### src/design/rlpe_pkg.sv
package rlpe_pkg;

    localparam int MAX_PAD_SLOTS   = 40;
    localparam int SLOTS_PER_PIXEL = 24;
    localparam int DUTY_W          = 16;
    localparam int CHAN_W          = 8;
    localparam int PAD_W           = 6;
    localparam int BCNT_W          = $clog2(SLOTS_PER_PIXEL + 1);
    localparam int CFG_IDX_W       = 3;

    // Configuration register indexes.
    localparam logic [CFG_IDX_W-1:0] CFG_DUTY_ONE    = 3'd0;
    localparam logic [CFG_IDX_W-1:0] CFG_DUTY_ZERO   = 3'd1;
    localparam logic [CFG_IDX_W-1:0] CFG_GAMMA_ON    = 3'd2;
    localparam logic [CFG_IDX_W-1:0] CFG_START_SLOTS = 3'd3;
    localparam logic [CFG_IDX_W-1:0] CFG_TAIL_SLOTS  = 3'd4;

    // Input operation codes.
    localparam logic OP_PIXEL = 1'b0;
    localparam logic OP_EOF   = 1'b1;

    // Control that every cell of the bit chain sees.
    typedef struct packed {
        logic load;
        logic shift;
    } t_cell_ctl;

    // Pad counts above the limit saturate.
    function automatic logic [PAD_W-1:0] clamp_pad(input logic [PAD_W-1:0] n);
        logic [PAD_W-1:0] lim;
        lim = PAD_W'(MAX_PAD_SLOTS);
        return (n > lim) ? lim : n;
    endfunction

endpackage

### src/design/rlpe_cell.sv
module rlpe_cell
    import rlpe_pkg::*;
(
    input  logic      i_clk,
    input  t_cell_ctl i_ctl,
    input  logic      i_load_bit,
    input  logic      i_prev_bit,
    output logic      o_bit
);

    logic r_bit;
    logic n_bit;

    always_comb begin
        n_bit = r_bit;
        if (i_ctl.load) begin
            n_bit = i_load_bit;
        end else if (i_ctl.shift) begin
            n_bit = i_prev_bit;
        end
    end

    always_ff @(posedge i_clk) begin
        r_bit <= n_bit;
    end

    assign o_bit = r_bit;

endmodule

### src/design/rlpe_shaper.sv
module rlpe_shaper
    import rlpe_pkg::*;
(
    input  logic              i_gamma_on,
    input  logic [CHAN_W-1:0] i_value,
    output logic [CHAN_W-1:0] o_value
);

    logic [2*CHAN_W-1:0] sq_plus;

    // Square gamma: (v*v + v) >> 8; the sum never exceeds 16 bits.
    assign sq_plus = (2*CHAN_W)'(i_value) * (2*CHAN_W)'(i_value) + (2*CHAN_W)'(i_value);
    assign o_value = i_gamma_on ? sq_plus[2*CHAN_W-1:CHAN_W] : i_value;

endmodule

### src/design/rgb_led_pulse_encoder.sv
// Channel   | Direction | Handshake                 | Payload
// ----------+-----------+---------------------------+---------------------------------
// input     | in        | i_in_valid / o_in_stall   | i_in_op, i_in_red/green/blue
// output    | out       | o_out_valid / i_out_stall | o_out_duty, o_out_last_of_run
// config    | in        | i_cfg_valid / o_cfg_ready | i_cfg_index, i_cfg_data
//
// A pixel beat produces 24 output beats, plus up to 40 leading zero slots when it
// opens a frame; an end-of-frame beat produces 0 to 40 zero slots. One slot leaves
// per cycle while the output is not stalled; a pixel's 24 slots come from the 24-cell bit chain.
// The next input beat is taken in the cycle the final slot of the current one moves
// into the output register, so runs follow each other without a gap.
// Reset (i_rst_n low at a clock edge) empties the run counters, clears the output valid and
// the frame flag, and clears all configuration registers; the bit chain and output payload are not reset.
// A stall on the output freezes the chain and the counters; the input stalls too while busy.
module rgb_led_pulse_encoder
    import rlpe_pkg::*;
(
    input  logic                 i_clk,
    input  logic                 i_rst_n,

    input  logic                 i_cfg_valid,
    output logic                 o_cfg_ready,
    input  logic [CFG_IDX_W-1:0] i_cfg_index,
    input  logic [DUTY_W-1:0]    i_cfg_data,

    input  logic                 i_in_valid,
    output logic                 o_in_stall,
    input  logic                 i_in_op,
    input  logic [CHAN_W-1:0]    i_in_red,
    input  logic [CHAN_W-1:0]    i_in_green,
    input  logic [CHAN_W-1:0]    i_in_blue,

    output logic                 o_out_valid,
    input  logic                 i_out_stall,
    output logic [DUTY_W-1:0]    o_out_duty,
    output logic                 o_out_last_of_run
);

    // Configuration registers.
    logic [DUTY_W-1:0] r_duty_one;
    logic [DUTY_W-1:0] r_duty_zero;
    logic              r_gamma_on;
    logic [PAD_W-1:0]  r_start_slots;
    logic [PAD_W-1:0]  r_tail_slots;

    // Run state: zero slots still to send, then pixel bits still to send.
    logic [PAD_W-1:0]  r_pad_cnt,  n_pad_cnt;
    logic [BCNT_W-1:0] r_bits_cnt, n_bits_cnt;
    logic              r_in_frame, n_in_frame;

    // Output register.
    logic              r_out_valid;
    logic [DUTY_W-1:0] r_out_duty;
    logic              r_out_last;

    logic                       busy;
    logic                       out_free;
    logic                       advance;
    logic                       slot_is_pad;
    logic                       slot_last;
    logic                       in_accept;
    logic [CHAN_W-1:0]          red_s, green_s, blue_s;
    logic [SLOTS_PER_PIXEL-1:0] load_bits;
    logic [SLOTS_PER_PIXEL-1:0] cell_bits;
    t_cell_ctl                  cell_ctl;

    // Configuration is always accepted; unknown indexes are dropped.
    assign o_cfg_ready = 1'b1;

    always_ff @(posedge i_clk) begin
        if (!i_rst_n) begin
            r_duty_one    <= '0;
            r_duty_zero   <= '0;
            r_gamma_on    <= 1'b0;
            r_start_slots <= '0;
            r_tail_slots  <= '0;
        end else if (i_cfg_valid && o_cfg_ready) begin
            unique case (i_cfg_index)
                CFG_DUTY_ONE:    r_duty_one    <= i_cfg_data;
                CFG_DUTY_ZERO:   r_duty_zero   <= i_cfg_data;
                CFG_GAMMA_ON:    r_gamma_on    <= i_cfg_data[0];
                CFG_START_SLOTS: r_start_slots <= i_cfg_data[PAD_W-1:0];
                CFG_TAIL_SLOTS:  r_tail_slots  <= i_cfg_data[PAD_W-1:0];
                default: ;
            endcase
        end
    end

    // Gamma shaping of each channel on the way into the chain.
    rlpe_shaper u_shape_r (.i_gamma_on(r_gamma_on), .i_value(i_in_red),   .o_value(red_s));
    rlpe_shaper u_shape_g (.i_gamma_on(r_gamma_on), .i_value(i_in_green), .o_value(green_s));
    rlpe_shaper u_shape_b (.i_gamma_on(r_gamma_on), .i_value(i_in_blue),  .o_value(blue_s));

    // The top cell holds the first bit to send: green MSB first, then red, then blue.
    assign load_bits = {green_s, red_s, blue_s};

    // Slot sequencing. Zero slots go out before the pixel bits of the same run.
    assign busy        = (r_pad_cnt != '0) || (r_bits_cnt != '0);
    assign out_free    = !r_out_valid || !i_out_stall;
    assign advance     = busy && out_free;
    assign slot_is_pad = (r_pad_cnt != '0);
    assign slot_last   = slot_is_pad ? ((r_pad_cnt == PAD_W'(1)) && (r_bits_cnt == '0))
                                     : (r_bits_cnt == BCNT_W'(1));

    // A new beat is taken when the engine is empty or is sending its final slot.
    assign o_in_stall = busy && !(advance && slot_last);
    assign in_accept  = i_in_valid && !o_in_stall;

    assign cell_ctl.load  = in_accept && (i_in_op == OP_PIXEL);
    assign cell_ctl.shift = advance && !slot_is_pad;

    // Bit chain: each cell takes its lower neighbor's bit on a shift.
    genvar g;
    generate
        for (g = 0; g < SLOTS_PER_PIXEL; g++) begin : g_cell
            if (g == 0) begin : g_bottom
                rlpe_cell u_cell (
                    .i_clk      (i_clk),
                    .i_ctl      (cell_ctl),
                    .i_load_bit (load_bits[g]),
                    .i_prev_bit (1'b0),
                    .o_bit      (cell_bits[g])
                );
            end else begin : g_upper
                rlpe_cell u_cell (
                    .i_clk      (i_clk),
                    .i_ctl      (cell_ctl),
                    .i_load_bit (load_bits[g]),
                    .i_prev_bit (cell_bits[g-1]),
                    .o_bit      (cell_bits[g])
                );
            end
        end
    endgenerate

    always_comb begin
        n_pad_cnt  = r_pad_cnt;
        n_bits_cnt = r_bits_cnt;
        n_in_frame = r_in_frame;
        if (advance) begin
            if (slot_is_pad) begin
                n_pad_cnt = r_pad_cnt - PAD_W'(1);
            end else begin
                n_bits_cnt = r_bits_cnt - BCNT_W'(1);
            end
        end
        if (in_accept) begin
            if (i_in_op == OP_EOF) begin
                // An end of frame outside a frame still sends its tail.
                n_pad_cnt  = clamp_pad(r_tail_slots);
                n_bits_cnt = '0;
                n_in_frame = 1'b0;
            end else begin
                n_pad_cnt  = r_in_frame ? '0 : clamp_pad(r_start_slots);
                n_bits_cnt = BCNT_W'(SLOTS_PER_PIXEL);
                n_in_frame = 1'b1;
            end
        end
    end

    always_ff @(posedge i_clk) begin
        if (!i_rst_n) begin
            r_pad_cnt   <= '0;
            r_bits_cnt  <= '0;
            r_in_frame  <= 1'b0;
            r_out_valid <= 1'b0;
        end else begin
            r_pad_cnt  <= n_pad_cnt;
            r_bits_cnt <= n_bits_cnt;
            r_in_frame <= n_in_frame;
            if (advance) begin
                r_out_valid <= 1'b1;
            end else if (!i_out_stall) begin
                r_out_valid <= 1'b0;
            end
        end
    end

    // Output payload needs no reset; it only matters while valid is high.
    always_ff @(posedge i_clk) begin
        if (advance) begin
            if (slot_is_pad) begin
                r_out_duty <= '0;
            end else begin
                r_out_duty <= cell_bits[SLOTS_PER_PIXEL-1] ? r_duty_one : r_duty_zero;
            end
            r_out_last <= slot_last;
        end
    end

    assign o_out_valid       = r_out_valid;
    assign o_out_duty        = r_out_duty;
    assign o_out_last_of_run = r_out_last;

endmodule

### config.mk
export PLATFORM = sky130hd
export DESIGN_NAME = rgb_led_pulse_encoder
export DESIGN_NICKNAME = d
export VERILOG_FILES = /design/src/design/rlpe_pkg.sv /design/src/design/rlpe_cell.sv /design/src/design/rlpe_shaper.sv /design/src/design/rgb_led_pulse_encoder.sv
export SDC_FILE = /design/constraint.sdc
export NUM_CORES = 1
export LEC_CHECK = 0
export ABC_AREA = 1
export BUFFER_PORTS_ARGS = -buffer_cell sky130_fd_sc_hd__buf_2
export CAP_MARGIN = 20
export CORE_MARGIN = 2
export CORE_UTILIZATION = 46
export CTS_CLUSTER_SIZE = 25
export DETAILED_ROUTE_END_ITERATION = 10
export GPL_ROUTABILITY_DRIVEN = 0
export MAX_ROUTING_LAYER = met4
export SLEW_MARGIN = 20
export SYNTH_ARGS = -nofsm -noshare
export SYNTH_HDL_FRONTEND = slang
export SYNTH_SLANG_ARGS = --single-unit
### constraint.sdc
create_clock -name i_clk -period 11.7 [get_ports i_clk]
set_input_delay 1.17 -clock i_clk [delete_from_list [all_inputs] [get_ports i_clk]]
set_output_delay 1.17 -clock i_clk [all_outputs]
set_load 0.05 [all_outputs]
# --- Yosys cells after proc, flatten, opt, wreduce, memory -nomap -nowiden ---
# Index checks and enable logic that the tools add are counted.
totals:
  reg_bits: 99
  latch_bits: 0
  mem_bits_rw: 0
  mem_bits_ro: 0
  inputBits: 49
  out_inout_bits: 20
  wordCells: 149
  n_memories: 0
op_classes:
  n_addsub: 5
  mul: 3
  div_mod_pow: 0
  magnitude_cmp: 2
  eq_ne: 8
  shift: 0
  mux: 67
  bitwise: 1
  reduce_logical: 28
op_table:
  columns: ["cell", "count"]
  rows:
  - ["2-to-1 mux 1 bit", 52]
  - ["adder 16 x 8 -> 16 bit", 3]
  - ["multiplier 8 x 8 -> 16 bit", 3]
  - ["2-to-1 mux 6 bit", 7]
  - ["2-to-1 mux 8 bit", 3]
  - ["2-to-1 mux 5 bit", 4]
  - ["2-to-1 mux 16 bit", 1]
  - ["AND reduction 2 bit", 7]
  - ["greater-than comparator 6 bit (second input constant)", 2]
  - ["logical AND 1 bit", 7]
  - ["== test 3 x 2 -> 1 bit (second input constant)", 2]
  - ["== test 6 x 1 -> 1 bit (second input constant)", 1]
  - ["nonzero test 2 bit", 3]
  - ["nonzero test 6 bit", 1]
  - ["subtractor 6 x 1 -> 6 bit (second input constant)", 1]
  - ["== test 5 x 1 -> 1 bit (second input constant)", 1]
  - ["logical NOT 1 bit", 5]
  - ["logical NOT 5 bit", 1]
  - ["nonzero test 5 bit", 1]
  - ["subtractor 5 x 1 -> 5 bit (second input constant)", 1]
  - ["inequality test 2 x 1 -> 1 bit (second input constant)", 2]
  - ["== test 3 x 1 -> 1 bit (second input constant)", 1]
  - ["== test 3 bit (second input constant)", 1]
  - ["logical NOT 3 bit", 1]
  - ["2 further kinds", 3]

# --- Longest topological paths before layout ---
depth:
  depth_word: 10
  mapped_depth: 22
  ltp_nobuf: 21

# --- Modules after synthesis ---
# A second synthesis with hierarchy kept.
hier_totals:
  hier_cells: 1516
  hier_area_um2: 10990.5
modules_own_cells:
  columns: ["module", "instances", "cells_each", "area_per_inst_um2", "seq_area_each_um2"]
  rows:
  - ["rgb_led_pulse_encoder", 1, 443, 3375.7, 1671.6]
  - ["rlpe_shaper (u_shape_g)", 1, 309, 2154.6, 0.0]
  - ["rlpe_shaper (u_shape_b)", 1, 311, 2118.3, 0.0]
  - ["rlpe_shaper (u_shape_r)", 1, 309, 2110.8, 0.0]
  - ["rlpe_cell", 24, 6, 51.3, 30.0]

# --- Worst setup path after synthesis ---
# Ideal clock, no wire load.
synth_timing:
  kind: "in2reg"
  start: "input port i_in_green[7]"
  end: "register g_cell[21].g_upper.u_cell.r_bit (data pin)"
  setup_time_ns: 0.252
  arrival_ns: 4.644
  t_required_ns: 11.448
  path_slack_ns: 6.804
  stages: 17
  path_buffers: 1
  path_cell_list: "clkbuf_1 -> nand2_1 -> fa_1 -> fa_1 -> fa_1 -> fa_1 -> inv_1 -> ha_1 -> nand2_1 -> o21ai_0 -> nand2_1 -> nand3_1 -> nand2_1 -> nand3_1 -> nand2_1 -> nand2_1 -> nand2_1"
synth_between:
  elab_chain_len: 4
synth_rtl:
  columns: ["element", "line_no", "source"]
  rows:
  - ["from (decl)", "rgb_led_pulse_encoder.sv:30", "input logic [CHAN_W-1:0] i_in_green,"]
  - ["multiplier 8 x 8 -> 16 bit", "rlpe_shaper.sv:12", "assign sq_plus = (2*CHAN_W)'(i_value) * (2*CHAN_W)'(i_value) + (2*CHAN_W)'(i_value);"]
  - ["adder 16 x 8 -> 16 bit *", "rlpe_shaper.sv:12", null]
  - ["2-to-1 mux 8 bit *", "rlpe_shaper.sv:13", "assign o_value = i_gamma_on ? sq_plus[2*CHAN_W-1:CHAN_W] : i_value;"]
  - ["2-to-1 mux 1 bit *", "rlpe_cell.sv:16", "if (i_ctl.load) begin"]
  - ["named net g_cell[21].g_upper.u_cell.n_bit", "rlpe_cell.sv:12", "logic n_bit;"]
  - ["to (signal assigned)", "rlpe_cell.sv:24", "r_bit <= n_bit;"]
  - ["to (decl)", "rlpe_cell.sv:11", "logic r_bit;"]
# The timed path passes the listed nets; every way through them passes the cells marked *.
# A chain may end at the register's enable or synchronous reset.

# --- Final worst setup path ---
layout_timing:
  start: "input port i_in_blue[2]"
  end: "register g_cell[4].g_upper.u_cell.r_bit (data pin)"
layout_between:
  elab_chain_len: 4
layout_rtl:
  columns: ["element", "line_no", "source"]
  rows:
  - ["from (decl)", "rgb_led_pulse_encoder.sv:31", "input logic [CHAN_W-1:0] i_in_blue,"]
  - ["multiplier 8 x 8 -> 16 bit", "rlpe_shaper.sv:12", null]
  - ["adder 16 x 8 -> 16 bit *", "rlpe_shaper.sv:12", null]
  - ["2-to-1 mux 8 bit *", "rlpe_shaper.sv:13", null]
  - ["2-to-1 mux 1 bit *", "rlpe_cell.sv:16", null]
  - ["named net g_cell[4].g_upper.u_cell.n_bit", "rlpe_cell.sv:12", null]
  - ["to (signal assigned)", "rlpe_cell.sv:24", null]
  - ["to (decl)", "rlpe_cell.sv:11", null]
# Marked as above.

==> reports/metrics.yaml <==
status: "finished clean"
tritoncts: "built"
dp_cells: 1738
routed_wl_um: 22930
ys_types: 43
layout_min_cycle_time_ns: 4.892
r2r.worst_path.cells: 8
drt_iter0_drc: 478
ant_nets: 0
p_sw_mw: 1.101
area_delta_synth_final_pct: 7.464
p_leak_nw: 6.178
grt_pass1_vias: 8720
clock_power_share: 0.138
critPathLaunchType: "input port"
die_w_um: 155.2
regArea_um2: 2392
antenna_found_initial: 0
ios: 69
num_vias: 8633
required_ns: 11.81
synth_area_leaders: "fa_1 18%, nand2_1 13%, ha_1 12%, edfxtp_1 12%, dfxtp_1 11%"
synth_top_area_frac: 0.1829
crit_type: "input port to flop"
fin_setup_tns_ns: 0
irDropWorstVdd_uv: 74.43
worst-r2r-setup-slack_ns: 8.47
syn_area_um2: 10510
synthesis.nets: 1679
layoutNonFillerInstCount: 1754
most-common-layout-cells: "374 x nand2_1, 264 x inv_1, 140 x nor2_1"
syn_avg_cell_area_um2: 7.329
grt_pass1_wl_um: 40140
num-nets-final: 1709
clk_latency_ns: 0.36
dr.pass1.iters: 6
slew_headroom: 0.3213
grt_setup_unrepaired: "false"
grt_use_total: 0.2080
root_buffer: "clkbuf_16"
die_h_um: 155.2
drv_slew: 0
rows: 55
max_freq_mhz: 204.4
p_int_mw: 1.078
r2r-end: "g_cell[3].g_upper.u_cell.o_bit"
power.share.switching: 0.5053
detail_route.wl_per_cell_um: 13.07
h-tree-depth: 3
hp-start: "r_bits_cnt[1]"
period_share: 0.4181
holdWs_ns: 0.4614
portBuffers: 67
cts_buffers: 9
clock_sinks: 99
syn_inst: 1434
synth_area_leader_cell: "fa_1"
power.density_nw_per_um2: 192.9
maxCapViolCount: 0
synth_seq_cells: 99
arrival_ns: 5.00
worst_pin_slew_ns: 1.016
drc: 0
pwr-share-comb: 0.626
grt_start_max_net_pins: 55
dieArea_um2: 24070
setup_viol: 0
drive_gt1_frac: 0.07624
endpoint_kind: "flop"
core_um2: 22500
hold_depth: 2
clkTransAtPathRegs_ns: 0.08
hold_end: "r_bits_cnt[1]"
layout_commonest_cell: "nand2_1"
ys_seq_area_frac: 0.2276
grt_overflow: 0
dpl.hpwl_um: 17760
r2r-start: "r_pad_cnt[0]"
path_max_fanout: 10
viasPerCell: 4.922
n_antenna_cell: 0
ys_warn_count: 0
seq_power_share: 0.236
fin_worst_skew_ns: 0.01309
cts.repair.resized: 0
multiInputGateArea_um2: 6857
min_path_type: "flop to flop"
fillers: 2268
hold_viol: 0
initial_utilization: 0.4671
cts_setup_buffers: 0
postCtsHoldBufs: 0
clk_path_buf_depth: 2
[critical path: stages]
cell and delay (ns):
buf_2 0.24, nand2_1 0.12, fa_1 0.55, fa_1 0.54, fa_1 0.54, fa_1 0.55
inv_1 0.04, ha_1 0.34, nand2_1 0.10, nor2_1 0.15, nand3_1 0.13, nand3_1 0.12
nand2_1 0.05, nand3_1 0.06, o21ai_0 0.14, nand2_1 0.12, nand2_1 0.05
[Yosys cell counts (all sizes together)]
library cell and count:
clkbuf 37, dfxtp 58, a21oi 73, o21bai 1, conb 1, nand3 82, nor2 146, inv 269
o31ai 1, xnor2 7, xor2 18, edfxtp 41, fa 96, o21ai 78, and3 2, o22ai 1
nand4 11, buf 15, nor3 5, o311ai 1, nand3b 4, nand2 379, ha 100, or2 4
and2 1, clkinv 2, a21o 1
[worst max path at each step]
stage / from / endpoint / slack (ns) / cells past startpoint
6_report: i_in_blue[2] / g_cell[4].g_upper.u_cell.o_bit / 6.81 / 17
5_1_grt: i_in_blue[2] / g_cell[4].g_upper.u_cell.o_bit / 6.57 / 17
4_1_cts: i_in_blue[2] / g_cell[4].g_upper.u_cell.o_bit / 6.82 / 17
3_5_place_dp: i_in_blue[2] / g_cell[4].g_upper.u_cell.o_bit / 6.44 / 17
3_3_place_gp: i_in_blue[2] / g_cell[4].g_upper.u_cell.o_bit / 6.54 / 17
2_1_floorplan: i_in_green[7] / g_cell[21].g_upper.u_cell.o_bit / 6.80 / 17
[routing by layer]
layer	GRT usage	up-vias	routed length [um]
li1	-	4468	-
met1	0.2708	4022	11100
met2	0.3549	123	11030
met3	0.01922	20	517
met4	0.04541	0	284
met5	-	-	0
[registers in the layout (all words and copies together) (netlist names)]
name                          flops
o_out_valid                       1
r_bits_cnt                        5
o_out_duty                       16
o_out_last_of_run                 1
r_pad_cnt                         6
r_start_slots                     6
g_cell.g_bottom.u_cell.o_bit      1
r_gamma_on                        1
r_duty_zero                      16
r_tail_slots                      6
g_cell.g_upper.u_cell.o_bit      23
r_in_frame                        1
r_duty_one                       16
[power by group through the flow]
stage / logic (mW) / clock network (mW) / registers, mW
6_report: 1.36 / 0.301 / 0.514
5_1_grt: 1.58 / 0.320 / 0.524
4_1_cts: 1.37 / 0.310 / 0.515
3_5_place_dp: 1.36 / 0 / 0.521
3_3_place_gp: 1.36 / 0 / 0.522
2_1_floorplan: 0.984 / 0 / 0.622
[through the flow]
step | total power, mW | setup slack, ns | util | cell area (um2)
global placement | 1.878 | 6.541 | 0.4883 | 10990
detailed placement | 1.881 | 6.439 | 0.4883 | 10990
global route | 2.421 | 6.574 | 0.5019 | 11290
finish | 2.178 | 6.808 | 0.5019 | 11290
CTS | 2.197 | 6.819 | 0.5019 | 11290
floorplan | 1.606 | 6.804 | - | 10510
[cells by family after synthesis]
logic type      after synthesis  share of synthesized area
other cells                   1                  0.0003568
simple gates                634                     0.2538
fa+ha+maj                   196                     0.3019
xor+xnor                     25                    0.02083
compound gates              156                    0.07548
flops                        99                     0.2276
buf+inv                     323                     0.1200
[final cells by class]
class,instances,share of cell area
Clock buffer,9,0.01994
Clock inverter,7,0.007201
Inverter,271,0.09006
Multi-Input combinational cell,1012,0.6071
Sequential cell,99,0.2118
Tap cell,285,0.03157
Timing Repair Buffer,71,0.03235
Note: power is estimated with default switching activity, not from simulation.
